## config.mk

```make
export PLATFORM = sky130hd
export DESIGN_NAME = two_axis_encoder_seek_controller
export DESIGN_NICKNAME = d
export VERILOG_FILES = /design/src/hdl/tasc_pkg.sv /design/src/hdl/two_axis_encoder_seek_controller.sv
export VERILOG_INCLUDE_DIRS = /design/src /design/src/hdl
export SDC_FILE = /design/constraint.sdc
export NUM_CORES = 1
export LEC_CHECK = 0
export ABC_AREA = 0
export BUFFER_PORTS_ARGS = -buffer_cell sky130_fd_sc_hd__buf_2
export CORE_AREA = 2 2 196 198
export CTS_BUF_LIST = sky130_fd_sc_hd__clkbuf_4 sky130_fd_sc_hd__clkbuf_8
export CTS_CLUSTER_DIAMETER = 60
export CTS_CLUSTER_SIZE = 12
export DETAILED_ROUTE_END_ITERATION = 12
export DIE_AREA = 0 0 198 200
export GPL_TIMING_DRIVEN = 0
export SLEW_MARGIN = 5
export SYNTH_ARGS = -nofsm -noshare
export SYNTH_HDL_FRONTEND = slang
export SYNTH_SLANG_ARGS = --single-unit
```

## constraint.sdc

```tcl
create_clock -name clock -period 7.55 [get_ports clock]
set_input_delay 0.755 -clock clock [delete_from_list [all_inputs] [get_ports clock]]
set_output_delay 0.755 -clock clock [all_outputs]
set_load 0.005 [all_outputs]
```

## src/hdl/two_axis_encoder_seek_controller_defines.svh

```systemverilog
// Assertion macros for the seek controller.
`ifndef TWO_AXIS_ENCODER_SEEK_CONTROLLER_DEFINES_SVH
`define TWO_AXIS_ENCODER_SEEK_CONTROLLER_DEFINES_SVH

// checked only out of reset
`define TASC_ASSERT(label, prop, msg) \
   label: assert property (@(posedge clock) disable iff (reset) prop) else $error(msg);

// checked on every rising clock edge, reset included
`define TASC_ASSERT_ALWAYS(label, prop, msg) \
   label: assert property (@(posedge clock) prop) else $error(msg);

`endif

```

## src/hdl/tasc_pkg.sv

```systemverilog
package tasc_pkg;

   localparam int COUNT_WIDTH = 16;
   localparam int POS_WIDTH   = 16;
   localparam int BAND_WIDTH  = 15;
   localparam int DUTY_WIDTH  = 8;
   localparam int WORD_WIDTH  = 16;
   localparam int CSR_IDX_WIDTH  = 3;
   localparam int CSR_DATA_WIDTH = 15;

   localparam logic [2:0] MODE_TICK     = 3'd0;
   localparam logic [2:0] MODE_LOAD_AZ  = 3'd1;
   localparam logic [2:0] MODE_LOAD_EL  = 3'd2;
   localparam logic [2:0] MODE_ORIGIN   = 3'd3;
   localparam logic [2:0] MODE_SEEK     = 3'd4;
   localparam logic [2:0] MODE_HOME     = 3'd5;
   localparam logic [2:0] MODE_DRIVE_AZ = 3'd6;
   localparam logic [2:0] MODE_DRIVE_EL = 3'd7;

   localparam logic [1:0] ACT_IDLE    = 2'd0;
   localparam logic [1:0] ACT_SEEK    = 2'd1;
   localparam logic [1:0] ACT_HOME_AZ = 2'd2;
   localparam logic [1:0] ACT_HOME_EL = 2'd3;

   localparam logic [CSR_IDX_WIDTH-1:0] CSR_FAR_BAND   = 3'd0;
   localparam logic [CSR_IDX_WIDTH-1:0] CSR_NEAR_BAND  = 3'd1;
   localparam logic [CSR_IDX_WIDTH-1:0] CSR_FULL_POWER = 3'd2;
   localparam logic [CSR_IDX_WIDTH-1:0] CSR_MID_POWER  = 3'd3;
   localparam logic [CSR_IDX_WIDTH-1:0] CSR_LOW_POWER  = 3'd4;

   localparam logic [BAND_WIDTH-1:0] FAR_BAND_RST   = 15'd80;
   localparam logic [BAND_WIDTH-1:0] NEAR_BAND_RST  = 15'd40;
   localparam logic [DUTY_WIDTH-1:0] FULL_POWER_RST = 8'd255;
   localparam logic [DUTY_WIDTH-1:0] MID_POWER_RST  = 8'd192;
   localparam logic [DUTY_WIDTH-1:0] LOW_POWER_RST  = 8'd127;

   typedef enum logic [3:0] {
      ST_IDLE    = 4'b0001,
      ST_SEEK    = 4'b0010,
      ST_HOME_AZ = 4'b0100,
      ST_HOME_EL = 4'b1000
   } state_type;

   typedef struct packed {
      logic [2:0]            mode;
      logic [WORD_WIDTH-1:0] target_word;
      logic                  drive_dir;
      logic [DUTY_WIDTH-1:0] drive_power;
      logic                  az_edge;
      logic                  az_level;
      logic                  el_edge;
      logic                  el_level;
      logic                  az_index;
      logic                  el_index;
   } req_type;

   typedef struct packed {
      logic signed [POS_WIDTH-1:0] az_position;
      logic signed [POS_WIDTH-1:0] el_position;
      logic                        az_direction;
      logic [DUTY_WIDTH-1:0]       az_duty;
      logic                        el_direction;
      logic [DUTY_WIDTH-1:0]       el_duty;
      logic [1:0]                  activity;
      logic                        finished;
   } rsp_type;

   function automatic logic [COUNT_WIDTH-1:0] step_count(
      input logic [COUNT_WIDTH-1:0] c,
      input logic                   edge_seen,
      input logic                   level
   );
      logic [COUNT_WIDTH-1:0] r;
      r = c;
      if (edge_seen) begin
         r = level ? c + COUNT_WIDTH'(1) : c - COUNT_WIDTH'(1);
      end
      return r;
   endfunction

   // sign-magnitude target to a wrapped counter value
   function automatic logic [COUNT_WIDTH-1:0] goal_to_count(
      input logic [WORD_WIDTH-1:0] word
   );
      logic [COUNT_WIDTH-1:0] m;
      m = COUNT_WIDTH'(word[WORD_WIDTH-2:0]);
      if (word[WORD_WIDTH-1]) begin
         m = -m;
      end
      return m;
   endfunction

endpackage

```

## src/hdl/two_axis_encoder_seek_controller.sv

```systemverilog
// Two-axis encoder seek controller.
// req_ channel: one transaction per clock tick carries a command (mode, target
//   word, manual drive) plus the encoder edge/level samples and index switches.
// rsp_ channel: one transaction per request with both positions, the motor
//   drive registers, the activity code and a completion flag.
// csr_ channel: register writes (index, data); always ready. Registers must be
//   written only while no request is in flight; the block does not enforce it.
// A transaction passes through the request register, then the whole update
//   (count, command, one seek or homing step) into the response register.
// One transaction per cycle unless stalled; the state update is a single pass.
// A stalled response holds; the request register still takes one more
//   transaction behind it, and req_stall rises only when both are full.
// Commands arriving while seeking or homing are dropped.
// Reset (synchronous) clears both counts, the targets, the drive registers,
//   returns to idle, restores the register defaults and empties the pipeline.
`include "two_axis_encoder_seek_controller_defines.svh"

module two_axis_encoder_seek_controller (
   input  logic                                   clock,
   input  logic                                   reset,
   input  logic                                   req_valid,
   output logic                                   req_stall,
   input  tasc_pkg::req_type                      req_data,
   output logic                                   rsp_valid,
   input  logic                                   rsp_stall,
   output tasc_pkg::rsp_type                      rsp_data,
   input  logic                                   csr_valid,
   output logic                                   csr_ready,
   input  logic [tasc_pkg::CSR_IDX_WIDTH-1:0]     csr_index,
   input  logic [tasc_pkg::CSR_DATA_WIDTH-1:0]    csr_data
);

   localparam int CW = tasc_pkg::COUNT_WIDTH;
   localparam int DW = tasc_pkg::DUTY_WIDTH;
   localparam int BW = tasc_pkg::BAND_WIDTH;
   localparam int WW = tasc_pkg::WORD_WIDTH;

   logic [BW-1:0] far_band_ff, near_band_ff;
   logic [DW-1:0] full_power_ff, mid_power_ff, low_power_ff;

   logic              in_valid_ff;
   tasc_pkg::req_type in_ff;
   logic              out_valid_ff;
   tasc_pkg::rsp_type out_ff, out_in;
   logic              advance;

   logic [CW-1:0]       az_count_ff, az_count_in, el_count_ff, el_count_in;
   logic [WW-1:0]       az_goal_ff, az_goal_in, el_goal_ff, el_goal_in;
   tasc_pkg::state_type state_ff, state_in;
   logic                az_dir_ff, az_dir_in, el_dir_ff, el_dir_in;
   logic [DW-1:0]       az_duty_ff, az_duty_in, el_duty_ff, el_duty_in;
   logic                done;
   logic [CW-1:0]       az_aim, el_aim;
   logic [DW-1:0]       tier;
   logic [1:0]          act_code;

   assign csr_ready = 1'b1;

   always_ff @(posedge clock) begin
      if (reset) begin
         far_band_ff   <= tasc_pkg::FAR_BAND_RST;
         near_band_ff  <= tasc_pkg::NEAR_BAND_RST;
         full_power_ff <= tasc_pkg::FULL_POWER_RST;
         mid_power_ff  <= tasc_pkg::MID_POWER_RST;
         low_power_ff  <= tasc_pkg::LOW_POWER_RST;
      end else if (csr_valid && csr_ready) begin
         unique case (csr_index)
            tasc_pkg::CSR_FAR_BAND:   far_band_ff   <= csr_data[BW-1:0];
            tasc_pkg::CSR_NEAR_BAND:  near_band_ff  <= csr_data[BW-1:0];
            tasc_pkg::CSR_FULL_POWER: full_power_ff <= csr_data[DW-1:0];
            tasc_pkg::CSR_MID_POWER:  mid_power_ff  <= csr_data[DW-1:0];
            tasc_pkg::CSR_LOW_POWER:  low_power_ff  <= csr_data[DW-1:0];
            default: ;
         endcase
      end
   end

   assign advance   = in_valid_ff && (!out_valid_ff || !rsp_stall);
   assign req_stall = in_valid_ff && !advance;
   assign rsp_valid = out_valid_ff;
   assign rsp_data  = out_ff;

   always_ff @(posedge clock) begin
      if (reset) begin
         in_valid_ff  <= 1'b0;
         out_valid_ff <= 1'b0;
      end else begin
         if (req_valid && !req_stall) begin
            in_valid_ff <= 1'b1;
         end else if (advance) begin
            in_valid_ff <= 1'b0;
         end
         if (advance) begin
            out_valid_ff <= 1'b1;
         end else if (!rsp_stall) begin
            out_valid_ff <= 1'b0;
         end
      end
   end

   always_ff @(posedge clock) begin
      if (req_valid && !req_stall) begin
         in_ff <= req_data;
      end
      if (advance) begin
         out_ff <= out_in;
      end
   end

   always_ff @(posedge clock) begin
      if (reset) begin
         az_count_ff <= '0;
         el_count_ff <= '0;
         az_goal_ff  <= '0;
         el_goal_ff  <= '0;
         state_ff    <= tasc_pkg::ST_IDLE;
         az_dir_ff   <= 1'b0;
         el_dir_ff   <= 1'b0;
         az_duty_ff  <= '0;
         el_duty_ff  <= '0;
      end else if (advance) begin
         az_count_ff <= az_count_in;
         el_count_ff <= el_count_in;
         az_goal_ff  <= az_goal_in;
         el_goal_ff  <= el_goal_in;
         state_ff    <= state_in;
         az_dir_ff   <= az_dir_in;
         el_dir_ff   <= el_dir_in;
         az_duty_ff  <= az_duty_in;
         el_duty_ff  <= el_duty_in;
      end
   end

   always_comb begin
      az_count_in = tasc_pkg::step_count(az_count_ff, in_ff.az_edge, in_ff.az_level);
      el_count_in = tasc_pkg::step_count(el_count_ff, in_ff.el_edge, in_ff.el_level);
      az_goal_in  = az_goal_ff;
      el_goal_in  = el_goal_ff;
      state_in    = state_ff;
      az_dir_in   = az_dir_ff;
      el_dir_in   = el_dir_ff;
      az_duty_in  = az_duty_ff;
      el_duty_in  = el_duty_ff;
      done        = 1'b0;

      if (state_ff == tasc_pkg::ST_IDLE) begin
         unique case (in_ff.mode)
            tasc_pkg::MODE_LOAD_AZ: az_goal_in = in_ff.target_word;
            tasc_pkg::MODE_LOAD_EL: el_goal_in = in_ff.target_word;
            tasc_pkg::MODE_ORIGIN: begin
               az_count_in = tasc_pkg::goal_to_count(az_goal_ff);
               el_count_in = tasc_pkg::goal_to_count(el_goal_ff);
            end
            tasc_pkg::MODE_SEEK: state_in = tasc_pkg::ST_SEEK;
            tasc_pkg::MODE_HOME: state_in = tasc_pkg::ST_HOME_AZ;
            tasc_pkg::MODE_DRIVE_AZ: begin
               az_dir_in  = in_ff.drive_dir;
               az_duty_in = in_ff.drive_power;
            end
            tasc_pkg::MODE_DRIVE_EL: begin
               el_dir_in  = in_ff.drive_dir;
               el_duty_in = in_ff.drive_power;
            end
            default: ;
         endcase
      end

      az_aim = tasc_pkg::goal_to_count(az_goal_in);
      el_aim = tasc_pkg::goal_to_count(el_goal_in);
      if (el_goal_in[WW-2:0] <= near_band_ff) begin
         tier = low_power_ff;
      end else if (el_goal_in[WW-2:0] <= far_band_ff) begin
         tier = mid_power_ff;
      end else begin
         tier = full_power_ff;
      end

      if (state_in == tasc_pkg::ST_SEEK) begin
         az_dir_in  = $signed(az_count_in) < $signed(az_aim);
         az_duty_in = (az_count_in == az_aim) ? '0 : full_power_ff;
         el_dir_in  = $signed(el_count_in) < $signed(el_aim);
         el_duty_in = (el_count_in == el_aim) ? '0 : tier;
         if (az_count_in == az_aim && el_count_in == el_aim) begin
            state_in = tasc_pkg::ST_IDLE;
            done     = 1'b1;
         end
      end else begin
         if (state_in == tasc_pkg::ST_HOME_AZ) begin
            az_dir_in = 1'b0;
            if (in_ff.az_index) begin
               az_duty_in  = '0;
               az_count_in = '0;
               state_in    = tasc_pkg::ST_HOME_EL;
            end else begin
               az_duty_in = full_power_ff;
            end
         end
         if (state_in == tasc_pkg::ST_HOME_EL) begin
            if (in_ff.el_index) begin
               el_dir_in   = 1'b0;
               el_duty_in  = '0;
               el_count_in = '0;
               state_in    = tasc_pkg::ST_IDLE;
               done        = 1'b1;
            end else begin
               el_dir_in  = 1'b1;
               el_duty_in = full_power_ff;
            end
         end
      end

      unique case (state_in)
         tasc_pkg::ST_SEEK:    act_code = tasc_pkg::ACT_SEEK;
         tasc_pkg::ST_HOME_AZ: act_code = tasc_pkg::ACT_HOME_AZ;
         tasc_pkg::ST_HOME_EL: act_code = tasc_pkg::ACT_HOME_EL;
         default:              act_code = tasc_pkg::ACT_IDLE;
      endcase

      out_in.az_position  = tasc_pkg::POS_WIDTH'(signed'(az_count_in));
      out_in.el_position  = tasc_pkg::POS_WIDTH'(signed'(el_count_in));
      out_in.az_direction = az_dir_in;
      out_in.az_duty      = az_duty_in;
      out_in.el_direction = el_dir_in;
      out_in.el_duty      = el_duty_in;
      out_in.activity     = act_code;
      out_in.finished     = done;
   end

   `TASC_ASSERT_ALWAYS(a_reset_idle, $past(reset) |-> (state_ff == tasc_pkg::ST_IDLE && !out_valid_ff), "state or response not cleared by reset")
   `TASC_ASSERT(a_finish_idle, (out_valid_ff && out_ff.finished) |-> (out_ff.activity == tasc_pkg::ACT_IDLE), "finished while still active")
   `TASC_ASSERT(a_advance_fills, advance |=> out_valid_ff, "advanced transaction lost")
   `TASC_ASSERT(a_stall_cause, req_stall |-> (in_valid_ff && out_valid_ff && rsp_stall), "request stalled without a full pipeline")
   `TASC_ASSERT(a_home_stop, (advance && out_in.finished && state_ff == tasc_pkg::ST_HOME_EL) |-> (out_in.el_position == '0 && out_in.el_duty == '0), "homing finished without zeroing elevation")

endmodule

```

# Word-level counts from Yosys, hierarchy flattened
# Cells that the tools add are included.
# op_classes
n_addsub,8
multipliers,0
n_div,0
magnitude_cmp,4
n_eq_ne,21
shift,0
muxes,63
n_bitwise,0
reduce_logical,16
# ops
cell,n
2-to-1 mux 16 bit,22
2-to-1 mux 8 bit,14
negator 15 -> 16 bit,4
"adder 16 x 1 -> 16 bit, second input constant",2
== test 16 bit,2
less-than comparator 16 bit,2
2-to-1 mux 4 bit,8
"subtractor 16 x 1 -> 16 bit, second input constant",2
less-or-equal comparator 15 bit,2
2-to-1 mux 1 bit,17
"== test 3 bit, second input constant",5
"== test 3 x 2 -> 1 bit, second input constant",4
AND reduction 2 bit,5
"== test 4 x 2 -> 1 bit, second input constant",2
"== test 4 x 3 -> 1 bit, second input constant",2
"== test 4 bit, second input constant",2
one-hot mux 4 bit (2 select lines),1
"== test 3 x 1 -> 1 bit, second input constant",2
one-hot mux 2 bit (3 select lines),1
"== test 4 x 1 -> 1 bit, second input constant",1
logical AND 1 bit,4
logical NOT 1 bit,4
logical NOT 3 bit,1
"inequality test 2 x 1 -> 1 bit, second input constant",1
2 further kinds,2
# totals
ff_bits,229
latchBits,0
mem_bits_rw,0
rom_bits,0
inputBits,57
out_inout_bits,56
word_cells,146
memories,0

# Logic depth before layout (Yosys ltp)
# Gate-level depths: netlist of run 1.
# depth
ltp_word,11
mapped_depth,21
ltp_nobuf,19

# Worst setup path before layout of run 1
# No wires, ideal clock.
# synth_timing
path_type,reg2reg
from,register state_ff[0]
to,"register out_ff (netlist bit rsp_data[1]), data pin"
setup_time_ns,0.254
arrival_ns,4.564
required_time_ns,7.296
slack_ns,2.733
path_stages_with_launch,21
n_path_buf,4
period_less_slack_ns,4.817
path_cell_list,dfxtp_1 buf_6 or3b_1 buf_6 nor4_2 buf_4 buf_6 mux2i_1 ha_1 o21ai_0 nor2_1 a21oi_1 xor2_1 ha_1 and3_1 nand3_1 or4_1 or3_1 o21ai_0 a2111oi_0 a21o_1
# synth_between
elab_chain_len,10
word_cells_on_any_way,28
cone_classes,add/sub (2); eq/ne (9); mux (16); reduce/logical (1)
# synth_lines
item,line,source
start: declaration,two_axis_encoder_seek_controller.sv:49,"tasc_pkg::state_type state_ff, state_in;"
start signal: assignment,two_axis_encoder_seek_controller.sv:116,state_ff <= tasc_pkg::ST_IDLE;
start signal: assignment,two_axis_encoder_seek_controller.sv:126,state_ff <= state_in;
== test 4 x 1 -> 1 bit / one-hot mux 4 bit (2 select lines) (equally long branches),"two_axis_encoder_seek_controller.sv:146, two_axis_encoder_seek_controller.sv:147",
2-to-1 mux 16 bit / 2-to-1 mux 4 bit (equally long branches),two_axis_encoder_seek_controller.sv:146,if (state_ff == tasc_pkg::ST_IDLE) begin
negator 15 -> 16 bit (tied with other cells),tasc_pkg.sv:88,m = -m;
2-to-1 mux 16 bit / 2-to-1 mux 4 bit (equally long branches),"tasc_pkg.sv:87, two_axis_encoder_seek_controller.sv:188",
== test 16 bit / 2-to-1 mux 4 bit (equally long branches),"two_axis_encoder_seek_controller.sv:183, two_axis_encoder_seek_controller.sv:178",
logical AND 1 bit (tied with other cells),two_axis_encoder_seek_controller.sv:183,if (az_count_in == az_aim && el_count_in == el_aim) begin
2-to-1 mux 4 bit (on tied branches),"two_axis_encoder_seek_controller.sv:183, two_axis_encoder_seek_controller.sv:198",
2-to-1 mux 4 bit (*),two_axis_encoder_seek_controller.sv:178,if (state_in == tasc_pkg::ST_SEEK) begin
== test 4 bit (tied with other cells),two_axis_encoder_seek_controller.sv:212,unique case (state_in)
one-hot mux 2 bit (3 select lines) (*),two_axis_encoder_seek_controller.sv:212,
named net act_code[0],two_axis_encoder_seek_controller.sv:55,logic [1:0] act_code;
end signal: assignment,two_axis_encoder_seek_controller.sv:106,out_ff <= out_in;
end: declaration,two_axis_encoder_seek_controller.sv:44,"tasc_pkg::rsp_type out_ff, out_in;"
# Mark *: on every way through the listed nets, which the timed path passes. The rest lies on a longest branch. The select of a mux whose other input is x is not followed.
# A chain may end at the register's enable or synchronous reset.

# Final worst setup path of run 1
# layout_timing
from,register in_ff[32] (netlist name)
to,"register out_ff (netlist bit rsp_data[3]), data pin"
# layout_between
elab_chain_len,9
word_cells_on_any_way,29
cone_classes,add/sub (1); order compare (2); eq/ne (9); mux (17)
# layout_lines
item,line,source
start: declaration,two_axis_encoder_seek_controller.sv:42,tasc_pkg::req_type in_ff;
start signal: assignment,two_axis_encoder_seek_controller.sv:103,in_ff <= req_data;
"parallel branches: the longest is 8 deep, another holds negator 15 -> 16 bit",-,
2-to-1 mux 8 bit (*),two_axis_encoder_seek_controller.sv:178,
named net el_duty_in[0],two_axis_encoder_seek_controller.sv:51,"logic [DW-1:0] az_duty_ff, az_duty_in, el_duty_ff, el_duty_in;"
# Mark *: on every way through the listed nets, which the timed path passes. The select of a mux whose other input is x is not followed.

==> flow_summary.json, run 1 <==
{
  "fill_cells": 3702,
  "yosysSeqAreaShare": 0.389,
  "syn-cell-area_mm2": 0.0140,
  "syn_inst": 1602,
  "slew-limit-headroom": 0.327,
  "synth_top_flop_cell": "dfxtp_1",
  "tightest_slew_ns": 1.00,
  "async_reset_ff_frac": 0,
  "initial_core_util": 0.375,
  "pre_cts_slack_ns": 1.58,
  "synth.area.top_cells": "dfxtp_1 (20%), edfxtp_1 (19%), ha_1 (8.4%), nand2_1 (6.1%), a21oi_1 (4.7%)",
  "grt.total_usage": 0.214,
  "cts_resized": 0,
  "dp_hpwl_um": 32900,
  "min_period_ns": 6.08,
  "finalCritPeriodShare": 0.806,
  "timing.critical_path.from": "in_ff[32]",
  "cts_tree": "yes",
  "row_count": 71,
  "synth_top_area_cell": "dfxtp_1",
  "synth_edf_count": 87,
  "yosys.area.top_type_share": 0.203,
  "peakVddDrop_mv": 0.113,
  "power_leakage_nw": 6.41,
  "crit_arrival_ns": 6.46,
  "cts_buffer_depth": 3,
  "grt_first_pass_wirelength_um": 65900,
  "final_area_mm2": 0.0159,
  "grt_overflow": 0,
  "final.setup_skew_ns": 0.0314,
  "ys_warn_count": 0,
  "rsz0062_at_grt": "no",
  "die_w_um": 198,
  "power_density_mw_per_mm2": 200,
  "status": "complete, no violations",
  "clk_pin_slew_ns": 0.08,
  "drive_gt1_frac": 0.120,
  "cp.required_ns": 7.93,
  "area_delta_synth_final_pct": 13.5,
  "setup-tns-final_ns": 0,
  "drt_first_pass_iters": 5,
  "wl_per_cell_um": 18.6,
  "syn_area_per_cell_um2": 8.75,
  "path_class": "reg2reg",
  "drcViolationCount": 0,
  "drt-total-wl_um": 42400,
  "cts_root_buffer": "clkbuf_8",
  "synth_cell_types": 76,
  "maxSlewViolCount": 0,
  "worst_slack_ns": 1.47,
  "hold_viol": 0,
  "vias": 12300,
  "start_kind": "flop",
  "gp_congestion": 0.965,
  "setup_viol": 0,
  "die_area_mm2": 0.0396,
  "critPathMaxFanout": 10,
  "synth_top_family_by_area": "compound AO/OA/AOI/OAI gates",
  "grt_max_degree": 51,
  "ioPinCount": 113,
  "synth-compound-area-share": 0.188,
  "io_buffers": 110,
  "min_path_type": "in2reg",
  "synth_fp_nets": 1755,
  "cts_buffers": 28,
  "die_h_um": 200,
  "htree_num_levels": 1,
  "drt-initial-drc-count": 900,
  "grt_pass1_vias": 11700,
  "end_kind": "flop",
  "n_antenna_cell": 0,
  "hold_start": "req_data[8]",
  "insertion_delay_ns": 0.63,
  "synth_fa_ha_area_frac": 0.0868,
  "synth-seq-cells": 229,
  "cts_setup_buffers": 0,
  "placed_area_mm2": 0.0153,
  "core_mm2": 0.0374,
  "synth-xor-area-share": 0.0488,
  "synth_mux_area_frac": 0.0561,
  "drtAntennaViolNets": 0,
  "cts_hold_buf": 0,
  "fmax_mhz": 164,
  "synthSimpleGateAreaFrac": 0.185,
  "antenna_found_initial": 1,
  "num-nets-final": 1897,
  "maxCapViolCount": 0,
  "clock_sinks": 229,
  "r2r_start": "in_ff[32]",
  "routed_via_density": 5.41
}
-- layer usage --
layer	wire length, um	GRT usage	vias to the layer above
li1	-	-	6039
met1	19900	0.296	5786
met2	18400	0.338	415
met3	2590	0.0313	80
met4	1510	0.0824	2
met5	13	0	-
-- stage by stage --
stage	hold WS, ns	power (mW)	instances	util
3_5_place_dp	0.446	2.17	2225	0.408
3_3_place_gp	0.444	2.15	2223	0.407
2_1_floorplan	0.434	1.94	1602	-
4_1_cts	0.271	3.21	2276	0.425
6_report	0.303	3.19	2276	0.425
5_1_grt	0.272	3.35	2276	0.425
-- layout by cell type (no fill, tap or decap), drive strengths merged, types with 6 or more instances in the layout --
cell type	count
and3	7
o211ai	8
a21o	25
buf	129
a211oi	43
or4	9
o211a	8
and2	17
o41ai	6
mux2	12
xor2	28
mux2i	65
nand4	12
o31ai	26
ha	94
nor4	10
clkbuf	108
xnor2	50
nor2	112
clkinv	7
nand3	45
a21oi	141
nor2b	31
a22o	9
a31oi	18
inv	73
nand2	228
edfxtp	87
dfxtp	142
o21ai	75
or3	10
nor3	38
nand2b	18
o21a	9
-- cells in the mapped netlist, drive strengths merged (17+ instances only) --
cell type	count
inv	67
o21ai	75
nand2b	18
a211oi	43
a21oi	141
nor3	38
a31oi	18
dfxtp	142
ha	94
xnor2	50
nor2b	31
mux2i	65
clkbuf	70
o31ai	26
nand2	228
and2	17
edfxtp	87
nor2	112
nand3	45
xor2	28
a21o	25
buf	17
-- flip-flops by register name (all words and copies together) (netlist names), 15 cells and up --
register,cells
rsp_data,53
in_ff,34
az_count_ff,16
az_goal_ff,16
el_count_ff,16
el_goal_ff,16
far_band_ff,15
near_band_ff,15
-- worst paths after layout --
| path | to | slack (ns) | depth (start not counted) |
|---|---|---|---|
| setup / recovery | rsp_data[3] | 1.47 | 20 |
| hold / removal | in_ff[8] | 0.30 | 1 |
| setup reg to reg | rsp_data[3] | 1.47 | 20 |
| hold reg to reg | near_band_ff[14] | 0.46 | 2 |
-- power by group --
group / switching [mW] / total, mW / internal (mW)
combinational: 0.453 / 0.748 / 0.295
sequential: 0.0505 / 1.41 / 1.36
clock: 0.514 / 1.03 / 0.519
total: 1.02 / 3.19 / 2.17
-- final cells by class --
cell class | instances | area, um^2 | area share
Multi-Input combinational cell | 1216 | 7930 | 0.499
Sequential cell | 229 | 5460 | 0.343
Tap cell | 511 | 639 | 0.0402
Timing Repair Buffer | 112 | 606 | 0.0381
Clock buffer | 38 | 467 | 0.0293
Buffer | 87 | 377 | 0.0237
Inverter | 70 | 263 | 0.0165
Clock inverter | 13 | 171 | 0.0108
-- worst max-delay path: stages, from the launching register on --
cell and delay [ns]:
edfxtp_1 0.33, clkbuf_1 0.27, or3b_2 0.53, nor3_4 0.40, buf_2 0.37, buf_2 0.31, mux2i_1 0.74, ha_1 0.37
a21oi_1 0.13, nor3_1 0.30, a21oi_1 0.12, xnor2_1 0.19, ha_1 0.32, nand4_1 0.12, nor3_1 0.27, nand4_1 0.18
and2_1 0.25, nor2b_1 0.14, buf_2 0.21, a21oi_2 0.18, nand2_1 0.10
-- cell families after synthesis --
family / after synthesis
AOI/OAI and AO/OA: 410
xor gates and xnor gates: 78
adders and majority gates: 96
buffers and inverters: 157
DFF: 229
muxes: 77
other: 1
and+or+nand+nor: 554
(Power assumes the default switching activity.)
==> run 2: changes to the inputs <==
clock period = 5.1 ns   (was 7.55 ns; I/O delays follow)
==> run 2 against run 1 <==
Die area unchanged. Global-route usage up 0.19 points. Core utilization up 0.68 points. Fmax up 24%. Sequential cell count unchanged. First-iteration DRC count up 4.8%. Clock power up 49%. Critical endpoint is now rsp_data[1]. Critical path depth up 1. Clock skew down 0.0016 ns. Setup slack worse by 1.3 ns. Largest power group unchanged. Combinational power up 52%.
==> flow_summary.json, run 2 (same netlist as run 1, synthesis figures left out) <==
{
  "start_kind": "flop",
  "fmax_mhz": 205,
  "drcViolationCount": 0,
  "htree_num_levels": 1,
  "final.setup_skew_ns": 0.0298,
  "crit_arrival_ns": 5.28,
  "hold_viol": 0,
  "pre_cts_slack_ns": -0.873,
  "finalCritPeriodShare": 0.959,
  "postLayoutCoreUtil": 0.432,
  "r2r-end": "rsp_data[1]",
  "met1_usage": 0.298,
  "switching_share": 0.320,
  "p_int_mw": 3.23,
  "r2r_cells": 21,
  "drtAntennaViolNets": 0,
  "grt.total_usage": 0.216,
  "n_antenna_cell": 0,
  "insertion_delay_ns": 0.63,
  "power_density_mw_per_mm2": 294,
  "antenna_found_initial": 1,
  "die_w_um": 198,
  "largest_reg_flops": 53,
  "vias": 12400,
  "final_common_cell": "nand2_1",
  "worst_slack_ns": 0.211,
  "cts_buffer_depth": 3,
  "cts_tree": "yes",
  "layout_common_cells": "nand2_1 (228), dfxtp_1 (142), a21oi_1 (129)",
  "cts_root_buffer": "clkbuf_8",
  "cpPeakStageDelay_ns": 0.58,
  "io_buffers": 110,
  "grt_pass1_vias": 11800,
  "critPathMaxFanout": 10,
  "drt-initial-drc-count": 943,
  "r2r_start": "state_ff[0]",
  "maxSlewViolCount": 0,
  "cp_slowest_cell": "or4_4",
  "fill_cells": 3701,
  "gp_congestion": 0.965,
  "slew-limit-headroom": 0.380,
  "drt-total-wl_um": 42800,
  "hold_start": "req_data[14]",
  "cp_cell_sequence": "buf_6, or3b_1, buf_6, nor4_4, buf_4, buf_4, buf_8, mux2i_4, ha_1, o21ai_1, nor2_2, a21oi_1, xor2_1, ha_1, and3_1, nand3_1, or4_4, or3_1, o21ai_2, a2111oi_0, a21o_1",
  "power_leakage_nw": 6.50,
  "min_period_ns": 4.89,
  "grtUsageMet3": 0.0324,
  "status": "complete, no violations",
  "end_kind": "flop",
  "area_delta_synth_final_pct": 15.3,
  "timing.critical_path.from": "state_ff[0]",
  "fin_cells": 2290,
  "num-nets-final": 1911,
  "dp_hpwl_um": 32900,
  "routed_via_density": 5.41,
  "total_power_mw": 4.75,
  "tightest_slew_ns": 0.927,
  "r2r_slack_ns": 0.21,
  "grt_first_pass_wirelength_um": 66500,
  "use_met2": 0.344,
  "setup_viol": 0,
  "core_mm2": 0.0374,
  "row_count": 71,
  "die_h_um": 200,
  "maxCapViolCount": 0,
  "grt_overflow": 0,
  "initial_core_util": 0.375,
  "clock_power_share": 0.322,
  "cp_num_buf_inv": 5,
  "hold_depth": 1,
  "drive_gt1_frac": 0.139,
  "path_class": "reg2reg",
  "clock_sinks": 229,
  "min_path_type": "in2reg",
  "grt_max_degree": 51,
  "cp_top_family": "simple AND/OR/NAND/NOR gates",
  "p_seq_frac": 0.439,
  "die_area_mm2": 0.0396,
  "wl_per_cell_um": 18.7,
  "cts_buffers": 28,
  "ioPinCount": 113,
  "peakVddDrop_mv": 0.168,
  "clk_pin_slew_ns": 0.08,
  "power_frac_comb": 0.240,
  "worstHoldEndpoint": "in_ff[14]",
  "dp_cells": 2225,
  "grt_busiest_layer": "met2",
  "cp.required_ns": 5.49,
  "p_switching_mw": 1.52,
  "drt_first_pass_iters": 5
}
[run 2: changes by cell type in the layout (fill, tap and decap cells not counted), moves of 3 or more]
cell	delta
a211oi_1	-4
a211oi_2	+3
a21oi_1	-3
buf_4	+16
o21ai_0	-3
[run 2: area by class of cell]
cell class,count,area [um^2],share of cell area
well taps,511,639,0.0396
clock inverters,13,171,0.0106
plain buffers,86,385,0.0238
flip-flops and latches,229,5460,0.338
repair buffers,127,718,0.0444
inverters,70,270,0.0167
multi-input cells,1216,8060,0.498
clock buffers,38,467,0.0289
[run 2: per-stage QoR]
step / hold slack (ns) / setup TNS [ns] / area [um^2]
CTS: 0.0257 / 0 / 16000
global route: 0.0270 / -0.0126 / 16200
finish: 0.0582 / 0 / 16200
detailed placement: 0.446 / -27.30 / 15300
global placement: 0.444 / -28.13 / 15200
floorplan: 0.434 / 0 / 14000
[run 2: how the worst max path moves through the flow]
| stage | endpoint | slack (ns) | cells past startpoint |
|---|---|---|---|
| final | rsp_data[1] | 0.21 | 21 |
| after global routing | rsp_data[7] | -0.005 | 20 |
| after CTS | az_duty_ff[0] | 0.04 | 22 |
| after detailed placement | rsp_data[3] | -0.87 | 20 |
| after global placement | el_duty_ff[4] | -0.83 | 20 |
| after floorplan | rsp_data[1] | 0.28 | 20 |
[run 2: metal layers]
| metal | up-vias | wire length [um] |
|---|---|---|
| met3 | 78 | 2700 |
| met2 | 428 | 18700 |
| met4 | 2 | 1400 |
| met5 | - | 13 |
| met1 | 5807 | 20000 |
| li1 | 6075 | - |
[run 2: timing repair]
action | in CTS | in global routing
gates resized for setup | 12 | 23
hold buffers | 0 | 0
pin swaps | 2 | 3
setup buffers | 12 | 3
gates cloned | 0 | 0
setup endpoints to repair | 40 | 34
[run 2: power groups by stage]
stage	logic (mW)	registers (mW)	clock network [mW]
floorplan	0.764	2.10	0
finish	1.14	2.08	1.53
global route	1.27	2.09	1.63
CTS	1.11	2.08	1.57
global placement	1.06	2.13	0
detailed placement	1.09	2.12	0
==> run 3: changes to the inputs <==
ABC_AREA = unset   (was 0)
CAP_MARGIN = 20   (was unset)
clock period = 5.4 ns   (was 5.1 ns; I/O delays follow)
==> run 3 against run 2 <==
Sequential cell count unchanged. Critical path type unchanged. Die area unchanged. Cell count rose by 0.13%. Design area decreased by 0.44%. Largest cell class unchanged. Worst hold slack better by 0.023 ns. Count of clock-buffer cells in the layout unchanged. Core utilization is 0.19 points lower. Highest routed layer unchanged. Power shrank 5.8%. Fmax fell by 5.5%.
==> flow_summary.json, run 3 (same netlist as run 1, synthesis figures left out) <==
{
  "multi_input_area_mm2": 0.00797,
  "gp_congestion": 0.965,
  "final.setup_skew_ns": 0.0419,
  "regArea_mm2": 0.00546,
  "path_class": "reg2reg",
  "grt_first_pass_wirelength_um": 66000,
  "placed_area_mm2": 0.0153,
  "tightest_slew_ns": 0.953,
  "peakVddDrop_mv": 0.170,
  "final_common_cell": "nand2_1",
  "wl_per_cell_um": 18.7,
  "ioPinCount": 113,
  "die_area_mm2": 0.0396,
  "clock_power_share": 0.322,
  "clock_sinks": 229,
  "cts_root_buffer": "clkbuf_8",
  "final_area_mm2": 0.0161,
  "maxCapViolCount": 0,
  "min_path_type": "in2reg",
  "num-nets-final": 1914,
  "layout_common_cells": "nand2_1 (228), dfxtp_1 (142), a21oi_1 (131)",
  "clk_pin_slew_ns": 0.08,
  "maxSlewViolCount": 0,
  "finalCritPeriodShare": 0.959,
  "vias": 12300,
  "grt_max_degree": 51,
  "cts_buffers": 28,
  "htree_num_levels": 1,
  "drtAntennaViolNets": 0,
  "min_period_ns": 5.18,
  "cts_hold_buf": 0,
  "routed_via_density": 5.38,
  "dp_cells": 2225,
  "critPathMaxFanout": 8,
  "power_frac_comb": 0.238,
  "drt-initial-drc-count": 976,
  "p_switching_mw": 1.43,
  "fin_cells": 2293,
  "hold_viol": 0,
  "antenna_found_initial": 1,
  "insertion_delay_ns": 0.63,
  "power_leakage_nw": 6.49,
  "fmax_mhz": 193,
  "end_kind": "flop",
  "cts_buffer_depth": 3,
  "fill_cells": 3682,
  "die_h_um": 200,
  "core_mm2": 0.0374,
  "grt_overflow": 0,
  "grt.total_usage": 0.215,
  "cts_tree": "yes",
  "slew-limit-headroom": 0.362,
  "setup-tns-final_ns": 0,
  "largest_reg_flops": 53,
  "initial_core_util": 0.375,
  "status": "complete, no violations",
  "row_count": 71,
  "die_w_um": 198,
  "drt-total-wl_um": 42900,
  "crit_arrival_ns": 5.70,
  "drcViolationCount": 0,
  "cp.required_ns": 5.93,
  "area_delta_synth_final_pct": 14.8,
  "switching_share": 0.319,
  "grt_pass1_vias": 11700,
  "n_antenna_cell": 0,
  "p_seq_frac": 0.440,
  "drt_first_pass_iters": 7,
  "p_int_mw": 3.05,
  "drive_gt1_frac": 0.133,
  "start_kind": "flop",
  "setup_viol": 0,
  "power_density_mw_per_mm2": 278,
  "io_buffers": 110,
  "dp_hpwl_um": 32800
}
[run 3: cell types whose count changed in the layout (fill, tap and decap cells not counted), moves of 2 or more]
cell      before  now
nor3_2         2    0
ha_1          92   94
ha_2           2    0
a211oi_1      39   42
a211oi_2       3    1
buf_4         18   20
o21ai_2        2    0
o21ai_0       69   72
nor3_1        35   37
a21oi_1      129  131
[run 3: power groups by stage]
stage | Clock, mW | Combinational (mW) | Sequential, mW
after floorplan | 0 | 0.721 | 1.99
after global placement | 0 | 1.00 | 2.01
after detailed placement | 0 | 1.03 | 2.01
after CTS | 1.48 | 1.04 | 1.97
after global routing | 1.54 | 1.19 | 1.98
final | 1.44 | 1.07 | 1.97
[run 3: what timing repair did]
| action | in CTS | in global routing |
|---|---|---|
| resized for setup | 4 | 9 |
| endpoints found under the setup margin | 39 | 34 |
| pin swaps | 2 | 1 |
| cloned | 0 | 1 |
| setup buffers | 3 | 14 |
[run 3: final timing paths]
path	from	end	slack (ns)	depth (start not counted)
worst max-delay path	in_ff[4]	az_duty_ff[0]	0.22	18
worst max register to register	in_ff[4]	az_duty_ff[0]	0.22	18
worst min register to register	far_band_ff[9]	far_band_ff[9]	0.45	2
worst min-delay path	req_data[32]	in_ff[32]	0.08	1
[run 3: metrics by stage]
stage	setup slack (ns)	utilization	hold WS (ns)	power, mW
final	0.224	0.430	0.0813	4.48
after CTS	0.0622	0.426	0.0419	4.49
after detailed placement	-0.550	0.408	0.446	3.04
after floorplan	0.583	-	0.434	2.71
after global routing	-0.00469	0.430	0.0450	4.71
after global placement	-0.532	0.407	0.444	3.01
[run 3: worst max-delay path, cell delays in order (launching register included)]
cell,delay [ns]
edfxtp_1,0.49
clkinvlp_4,0.25
fa_1,0.51
a21o_1,0.20
a21oi_1,0.32
o21bai_1,0.14
a2111oi_0,0.41
nor2_1,0.12
xor2_1,0.17
a21oi_1,0.28
a21oi_1,0.14
ha_1,0.32
nand3_1,0.15
or4_1,0.63
nand2_1,0.11
o21ai_1,0.24
nand2_1,0.14
o21ai_0,0.19
o211a_1,0.27
[run 3: layout make-up]
cell class,instances,area share
buffer,86,0.0235
multi-input combinational,1216,0.495
inverter,70,0.0168
clock inverter,13,0.0107
clock buffer,38,0.0290
tap,511,0.0397
timing repair inverter,1,0.000311
sequential,229,0.339
timing repair buffer,129,0.0456
[run 3: routing by layer]
layer  share of wire  vias to the layer above  global-route usage
met5         0.00030                        -                   0
met4           0.029                        2              0.0746
met3           0.052                       68              0.0254
met2            0.44                      366               0.346
met1            0.47                     5814               0.299
li1                -                     6091                   -
